**src/rtl/mhd_pkg.sv**
```systemverilog
`default_nettype none

package mhd_pkg;

  // Parser state codes
  localparam logic [2:0] ST_HUNT    = 3'd0;
  localparam logic [2:0] ST_MAGIC1  = 3'd1;
  localparam logic [2:0] ST_MAGIC2  = 3'd2;
  localparam logic [2:0] ST_VERSION = 3'd3;
  localparam logic [2:0] ST_PAYLOAD = 3'd4;
  localparam logic [2:0] ST_WAIT    = 3'd5;

  // Input function codes
  localparam logic FUNC_BYTE    = 1'b0;
  localparam logic FUNC_RELEASE = 1'b1;

  // Header and frame constants
  localparam logic [7:0] MAGIC_0     = 8'hDC;
  localparam logic [7:0] MAGIC_1     = 8'hCD;
  localparam logic [7:0] VERSION_1   = 8'h01;
  localparam logic [7:0] OPTS_SHORT  = 8'h03;
  localparam logic [7:0] OPTS_LONG   = 8'h07;
  localparam logic [7:0] TERMINATOR  = 8'h00;

  localparam int unsigned INDEX_W = 11;

  typedef struct packed {
    logic       func;
    logic [7:0] data_byte;
  } mhd_in_t;

  typedef struct packed {
    logic               accepted;
    logic               released;
    logic               payload_valid;
    logic [7:0]         payload_byte;
    logic [INDEX_W-1:0] payload_index;
    logic               message_end;
    logic [2:0]         frame_options;
    logic [2:0]         frame_state;
  } mhd_out_t;

endpackage

`default_nettype wire

```
**src/rtl/mhd_in_stage.sv**
```systemverilog
`default_nettype none

module mhd_in_stage
  import mhd_pkg::*;
(
  input  wire logic    clk,
  input  wire logic    rst,
  input  wire logic    byte_valid,
  output logic         byte_ready,
  input  wire mhd_in_t byte_item,
  output logic         item_valid,
  output mhd_in_t      item,
  input  wire logic    item_take
);

  logic    vld;
  mhd_in_t data;

  // Take a new item when empty or when the held one moves on this cycle
  assign byte_ready = !vld || item_take;
  assign item_valid = vld;
  assign item       = data;

  always_ff @(posedge clk) begin
    if (rst) begin
      vld <= 1'b0;
    end else if (byte_ready) begin
      vld <= byte_valid;
    end
  end

  always_ff @(posedge clk) begin
    if (byte_ready && byte_valid) begin
      data <= byte_item;
    end
  end

endmodule

`default_nettype wire

```
**src/rtl/mhd_core.sv**
```systemverilog
`default_nettype none

module mhd_core
  import mhd_pkg::*;
#(
  parameter int unsigned MSG_DEPTH = 2048
) (
  input  wire logic    clk,
  input  wire logic    rst,
  input  wire logic    fire,
  input  wire mhd_in_t item,
  output mhd_out_t     result
);

  localparam int unsigned POS_W = $clog2(MSG_DEPTH);
  localparam logic [POS_W-1:0] LAST_POS = POS_W'(MSG_DEPTH - 1);

  logic [2:0]       parse_state;
  logic [2:0]       parse_state_next;
  logic [POS_W-1:0] write_position;
  logic [POS_W-1:0] write_position_next;
  logic [2:0]       options_seen;
  logic [2:0]       options_seen_next;
  logic [POS_W+INDEX_W-1:0] pos_ext;

  assign pos_ext = {{INDEX_W{1'b0}}, write_position};

  always_comb begin
    parse_state_next    = parse_state;
    write_position_next = write_position;
    options_seen_next   = options_seen;
    result              = '0;

    if (item.func == FUNC_BYTE) begin
      if (parse_state != ST_WAIT) begin
        result.accepted = 1'b1;
        case (parse_state)
          ST_HUNT: begin
            if (item.data_byte == MAGIC_0) begin
              parse_state_next = ST_MAGIC1;
            end
          end
          ST_MAGIC1: begin
            parse_state_next = (item.data_byte == MAGIC_1) ? ST_MAGIC2 : ST_HUNT;
          end
          ST_MAGIC2: begin
            parse_state_next = (item.data_byte == VERSION_1) ? ST_VERSION : ST_HUNT;
          end
          ST_VERSION: begin
            if (item.data_byte == OPTS_SHORT || item.data_byte == OPTS_LONG) begin
              parse_state_next    = ST_PAYLOAD;
              options_seen_next   = item.data_byte[2:0];
              write_position_next = '0;
            end else begin
              parse_state_next = ST_HUNT;
            end
          end
          ST_PAYLOAD: begin
            result.payload_valid = 1'b1;
            result.payload_byte  = item.data_byte;
            result.payload_index = pos_ext[INDEX_W-1:0];
            // Saturate at the last slot
            if (write_position < LAST_POS) begin
              write_position_next = write_position + 1'b1;
            end
            if (item.data_byte == TERMINATOR) begin
              result.message_end = 1'b1;
              parse_state_next   = ST_WAIT;
            end
          end
          default: begin
            parse_state_next = ST_HUNT;
          end
        endcase
      end
    end else begin
      if (parse_state == ST_WAIT) begin
        result.released  = 1'b1;
        parse_state_next = ST_HUNT;
      end
    end

    result.frame_options = options_seen_next;
    result.frame_state   = parse_state_next;
  end

  always_ff @(posedge clk) begin
    if (rst) begin
      parse_state    <= ST_HUNT;
      write_position <= '0;
      options_seen   <= '0;
    end else if (fire) begin
      parse_state    <= parse_state_next;
      write_position <= write_position_next;
      options_seen   <= options_seen_next;
    end
  end

endmodule

`default_nettype wire

```
**src/rtl/mhd_out_buf.sv**
```systemverilog
`default_nettype none

module mhd_out_buf
  import mhd_pkg::*;
(
  input  wire logic     clk,
  input  wire logic     rst,
  input  wire logic     push,
  input  wire mhd_out_t push_item,
  output logic          room,
  output logic          res_valid,
  input  wire logic     res_ready,
  output mhd_out_t      res_item
);

  mhd_out_t   slot [2];
  logic       wr_ptr;
  logic       rd_ptr;
  logic [1:0] count;
  logic       pop;

  assign room      = (count != 2'd2);
  assign res_valid = (count != 2'd0);
  assign res_item  = slot[rd_ptr];
  assign pop       = res_valid && res_ready;

  always_ff @(posedge clk) begin
    if (rst) begin
      wr_ptr <= 1'b0;
      rd_ptr <= 1'b0;
      count  <= 2'd0;
    end else begin
      if (push) begin
        wr_ptr <= !wr_ptr;
      end
      if (pop) begin
        rd_ptr <= !rd_ptr;
      end
      case ({push, pop})
        2'b10:   count <= count + 2'd1;
        2'b01:   count <= count - 2'd1;
        default: count <= count;
      endcase
    end
  end

  always_ff @(posedge clk) begin
    if (push) begin
      slot[wr_ptr] <= push_item;
    end
  end

endmodule

`default_nettype wire

```
**src/rtl/magic_header_frame_deframer_unit.sv**
```systemverilog
// An accepted item passes the input register, then the result buffer, before its result
// is offered; the parser steps the item only when the result buffer has a free slot.
// Throughput: one item per cycle while the result buffer has room; the two-entry result
// buffer holds results through output stalls and the input register keeps ready off any long path.
// Reset: synchronous active-high rst empties both stages, puts the parser in hunt,
// and clears write position and options.
`default_nettype none

module magic_header_frame_deframer_unit
  import mhd_pkg::*;
#(
  parameter int unsigned MSG_DEPTH = 2048
) (
  input  wire logic     clk,
  input  wire logic     rst,
  input  wire logic     byte_valid,
  output logic          byte_ready,
  input  wire mhd_in_t  byte_item,
  output logic          res_valid,
  input  wire logic     res_ready,
  output mhd_out_t      res_item
);

  // Held input item waiting for the parser
  logic     item_valid;
  mhd_in_t  item;
  // Parser step on the held item
  mhd_out_t step_result;
  logic     room;
  logic     fire;

  // Advance an item through the parser only when the result buffer has a free slot;
  // the parser state moves in the same cycle, so each item sees the state left by
  // the previous one.
  assign fire = item_valid && room;

  mhd_in_stage u_in (
    .clk        (clk),
    .rst        (rst),
    .byte_valid (byte_valid),
    .byte_ready (byte_ready),
    .byte_item  (byte_item),
    .item_valid (item_valid),
    .item       (item),
    .item_take  (fire)
  );

  // Header hunt, payload indexing and release handling
  mhd_core #(
    .MSG_DEPTH (MSG_DEPTH)
  ) u_core (
    .clk    (clk),
    .rst    (rst),
    .fire   (fire),
    .item   (item),
    .result (step_result)
  );

  // Hold results until the consumer takes them
  mhd_out_buf u_obuf (
    .clk       (clk),
    .rst       (rst),
    .push      (fire),
    .push_item (step_result),
    .room      (room),
    .res_valid (res_valid),
    .res_ready (res_ready),
    .res_item  (res_item)
  );

endmodule

`default_nettype wire

```
**config.mk**
```make
export PLATFORM = sky130hd
export DESIGN_NAME = magic_header_frame_deframer_unit
export DESIGN_NICKNAME = d
export VERILOG_FILES = /design/src/rtl/mhd_pkg.sv /design/src/rtl/mhd_in_stage.sv /design/src/rtl/mhd_core.sv /design/src/rtl/mhd_out_buf.sv /design/src/rtl/magic_header_frame_deframer_unit.sv
export SDC_FILE = /design/constraint.sdc
export NUM_CORES = 1
export LEC_CHECK = 0
export ABC_AREA = 1
export BUFFER_PORTS_ARGS = -buffer_cell sky130_fd_sc_hd__buf_2
export CAP_MARGIN = 30
export CORE_MARGIN = 5
export CORE_UTILIZATION = 52
export CTS_CLUSTER_DIAMETER = 120
export DETAILED_ROUTE_END_ITERATION = 16
export PLACE_DENSITY_LB_ADDON = 0.05
export SYNTH_ARGS = -nofsm -noshare
export SYNTH_HDL_FRONTEND = slang
export SYNTH_SLANG_ARGS = --single-unit
```
**constraint.sdc**
```tcl
create_clock -name clk -period 3.4 [get_ports clk]
set_input_delay 0.17 -clock clk [delete_from_list [all_inputs] [get_ports clk]]
set_output_delay 0.17 -clock clk [all_outputs]
set_load 0.1 [all_outputs]
```
==> flow_summary.ini <==
[flow_run]
max_cap_violations = 0

[clocking]
clock_latency_ps = 350
cts_post_setup_buffers_inserted = 0
cts.root.buffer_cell = sky130_fd_sc_hd__clkbuf_8
clkSinkCount = 90
clock_tree_from_tritoncts = done
post_cts_clock_slew_at_the_launch_and_capture_registers_of_the_worst_setup_and_hold_paths_ps = 90
cts.path.max_buffers = 2
tritoncts.num_buffers = 9
h_tree_level_count = 3

[timing]
final_max_slew_viol_count = 0
worstMarginPinSlew_ps = 544
finalSetupTns_ps = 0
timing.clock.skew_ps = 10.9
final_hold_viol_count = 0
rsz_0062_raised_after_global_routing = no
clock.fmax_mhz = 527
finish_stage_setup_viols = 0
min_period_ps = 1900
slew_headroom = 0.637
finalCritPeriodShare = 0.558

[floorplanning]
die-width_um = 97.7
initial_utilization = 0.526
vert_die_dim_um = 97.7
core_region_area_um2 = 7610
dieArea_um2 = 9550
core.rowCount = 32
num_io_pins = 44

[drt]
wire_per_inst_um = 14.2
drtPass1Iterations = 5
viasPerCell = 5.07
routed_wl_um = 7810
via_count = 2787
remaining_drc_errors = 0
initialDrtViolationCount = 114
antenna_violating_nets_post_route = 0

[synth]
synth_largest_type_area_fraction = 0.503
edff_count_synth = 67
yosys_warnings = 0
synth_area_um2 = 4000
yosys.cell_types.count = 27
synthAdderAreaFrac = 0.00626
synth-compound-area-share = 0.0463
synth-xor-area-share = 0
post_synth_mux_area_share = 0.0816
synthArstFlopShare = 0
synth_largest_area_cell = sky130_fd_sc_hd__edfxtp_1
synthTopCellsByArea = sky130_fd_sc_hd__edfxtp_1 (50%), sky130_fd_sc_hd__dfxtp_1 (12%), sky130_fd_sc_hd__mux2_2 (8.2%)
post_synth.cell_area_avg_um2 = 10.4
seq_area_frac_synth = 0.618
main_combinational_cell_family_by_area_after_synthesis = simple AND/OR/NAND/NOR gates
synthesized_netlist_cell_count = 385
post_synthesis_share_of_cell_area_spent_on_and_or_nand_and_nor_gates = 0.194
synth-seq-cells = 90
synthesized_nets = 400
synth_flop_cell = sky130_fd_sc_hd__edfxtp_1

[critical_path]
setup.worst_path.class = flip-flop to primary output
critical_path_required_ps = 3230
worstSetupEndpointType = primary output
timing.critical_path.from_type = flip-flop
worst_ep_arrival_time_ps = 1730
crit_fanout = 29

[global_routing]
largest_net_degree_at_the_start_of_global_routing = 31
grt_usage = 0.172
grt_remaining_overflow = 0
grt_pass1_wl_um = 13000
grt_pass1_vias = 2686
antenna_violations_before_repair = 0

[worst_hold_path]
worst_hold_path_type = primary input to flip-flop

[placed_design]
place.detailed.hpwl_um = 5390
globalplace.congestion = 0.921
buffer_ports.inserted = 43
dp_cells = 525

[run_status]
status = completed

[finish]
final_layout_size_suffix_gt1_frac = 0.234
layout.filler_cells = 658
final_core_utilization = 0.608
diodes = 0
syn2layout_area_growth_pct = 15.7
final_nets = 458
fin_cells = 550
layout.cells.most_common_list = sky130_fd_sc_hd__nand2_1 (79), sky130_fd_sc_hd__edfxtp_1 (67), sky130_fd_sc_hd__nor2_1 (58), sky130_fd_sc_hd__buf_2 (43), sky130_fd_sc_hd__inv_1 (39)
final_common_cell = sky130_fd_sc_hd__nand2_1

[power_and_ir_drop]
vdd_ir_drop_max_mv = 0.453
power-per-cell-area_nw_per_um2 = 600
power.static_leakage_nw = 1.80
path summary, 6_finish.rpt:
path | startpoint | endpoint | slack, ps | cells after the start
max | flip-flop | res_item[8] | 1500 | 3
min | byte_valid | u_in.item_valid$_SDFFE_PP0N_ | 110 | 3
max reg2reg | u_core.parse_state[0]$_SDFFE_PP0P_ | u_obuf.slot[1][6]$_DFFE_PP_ | 1520 | 5
min reg2reg | u_obuf.rd_ptr$_SDFFE_PP0P_ | u_obuf.rd_ptr$_SDFFE_PP0P_ | 470 | 1
state kept, by name, summed over array words and instances (netlist names), named ones only:
signal                 flops
u_obuf.slot               58
u_core.write_position     11
u_in.item                  9
u_core.options_seen        3
u_core.parse_state         3
u_obuf.count               2
u_in.item_valid            1
u_obuf.rd_ptr              1
u_obuf.wr_ptr              1
worst max-delay path, stage by stage, from the launching register on:
cell	delay [ps]
sky130_fd_sc_hd__dfxtp_1	320
sky130_fd_sc_hd__buf_4	350
sky130_fd_sc_hd__mux2_2	390
sky130_fd_sc_hd__buf_2	290
cell usage after synthesis, types with 2 or more instances:
library cell and number:
sky130_fd_sc_hd__nand2_4 2, sky130_fd_sc_hd__inv_2 3, sky130_fd_sc_hd__nor3b_1 2, sky130_fd_sc_hd__nand4_1 5, sky130_fd_sc_hd__mux2_2 29, sky130_fd_sc_hd__ha_1 2
sky130_fd_sc_hd__nand2_1 79, sky130_fd_sc_hd__nand3_1 24, sky130_fd_sc_hd__buf_6 2, sky130_fd_sc_hd__nor2_1 60, sky130_fd_sc_hd__o21ai_0 7, sky130_fd_sc_hd__nor2_2 2
sky130_fd_sc_hd__edfxtp_1 67, sky130_fd_sc_hd__clkbuf_1 3, sky130_fd_sc_hd__buf_2 2, sky130_fd_sc_hd__dfxtp_1 23, sky130_fd_sc_hd__inv_1 39, sky130_fd_sc_hd__nor2_4 2
sky130_fd_sc_hd__a21oi_1 22, sky130_fd_sc_hd__nor3_1 3
stage by stage:
step           hold slack, ps  worst slack (ps)  instance area [um2]  power [W]
3_5_place_dp              348              1580                 4310    0.00199
2_1_floorplan             239               970                 4000    0.00188
4_1_cts                   101              1470                 4630    0.00280
5_1_grt                   110              1290                 4630    0.00289
3_3_place_gp              346              1640                 4310    0.00198
6_report                  111              1500                 4630    0.00278
cell families (layout without fill, tap and decap cells):
family,Yosys count,count (layout)
AND/OR/NAND/NOR,181,181
AO/OA/AOI/OAI,33,33
adder cells (fa/ha/maj),2,2
multiplexers,29,29
buffers and inverters,50,113
flip-flops,90,90
final cells by class:
| class | count | area (um2) | share of cell area |
|---|---|---|---|
| inverters | 42 | 158 | 0.0341 |
| clock inverters | 7 | 100 | 0.0216 |
| well taps | 102 | 128 | 0.0276 |
| repair buffers | 55 | 328 | 0.0708 |
| flip-flops and latches | 90 | 2470 | 0.534 |
| clock buffers | 9 | 124 | 0.0268 |
| multi-input cells | 245 | 1320 | 0.285 |
where the power goes:
part           switching [W]  internal, W  total (W)
logic               0.000565     0.000135   0.000700
registers          0.0000288      0.00124    0.00127
clock network       0.000389     0.000421   0.000810
routing by layer:
layer	vias up	share of wire	GRT usage
met5	-	0	0
met2	81	0.45	0.265
met1	1281	0.48	0.247
met4	0	0.019	0.0596
li1	1409	-	-
met3	16	0.056	0.0273
timing repair:
item | CTS | global route
setup endpoints to repair | 0 | 0
endpoints found under the hold margin | 9 | 0
resized for setup | 0 | 0
hold buffers | 9 | 0
Power figures use the tool's default switching activity.
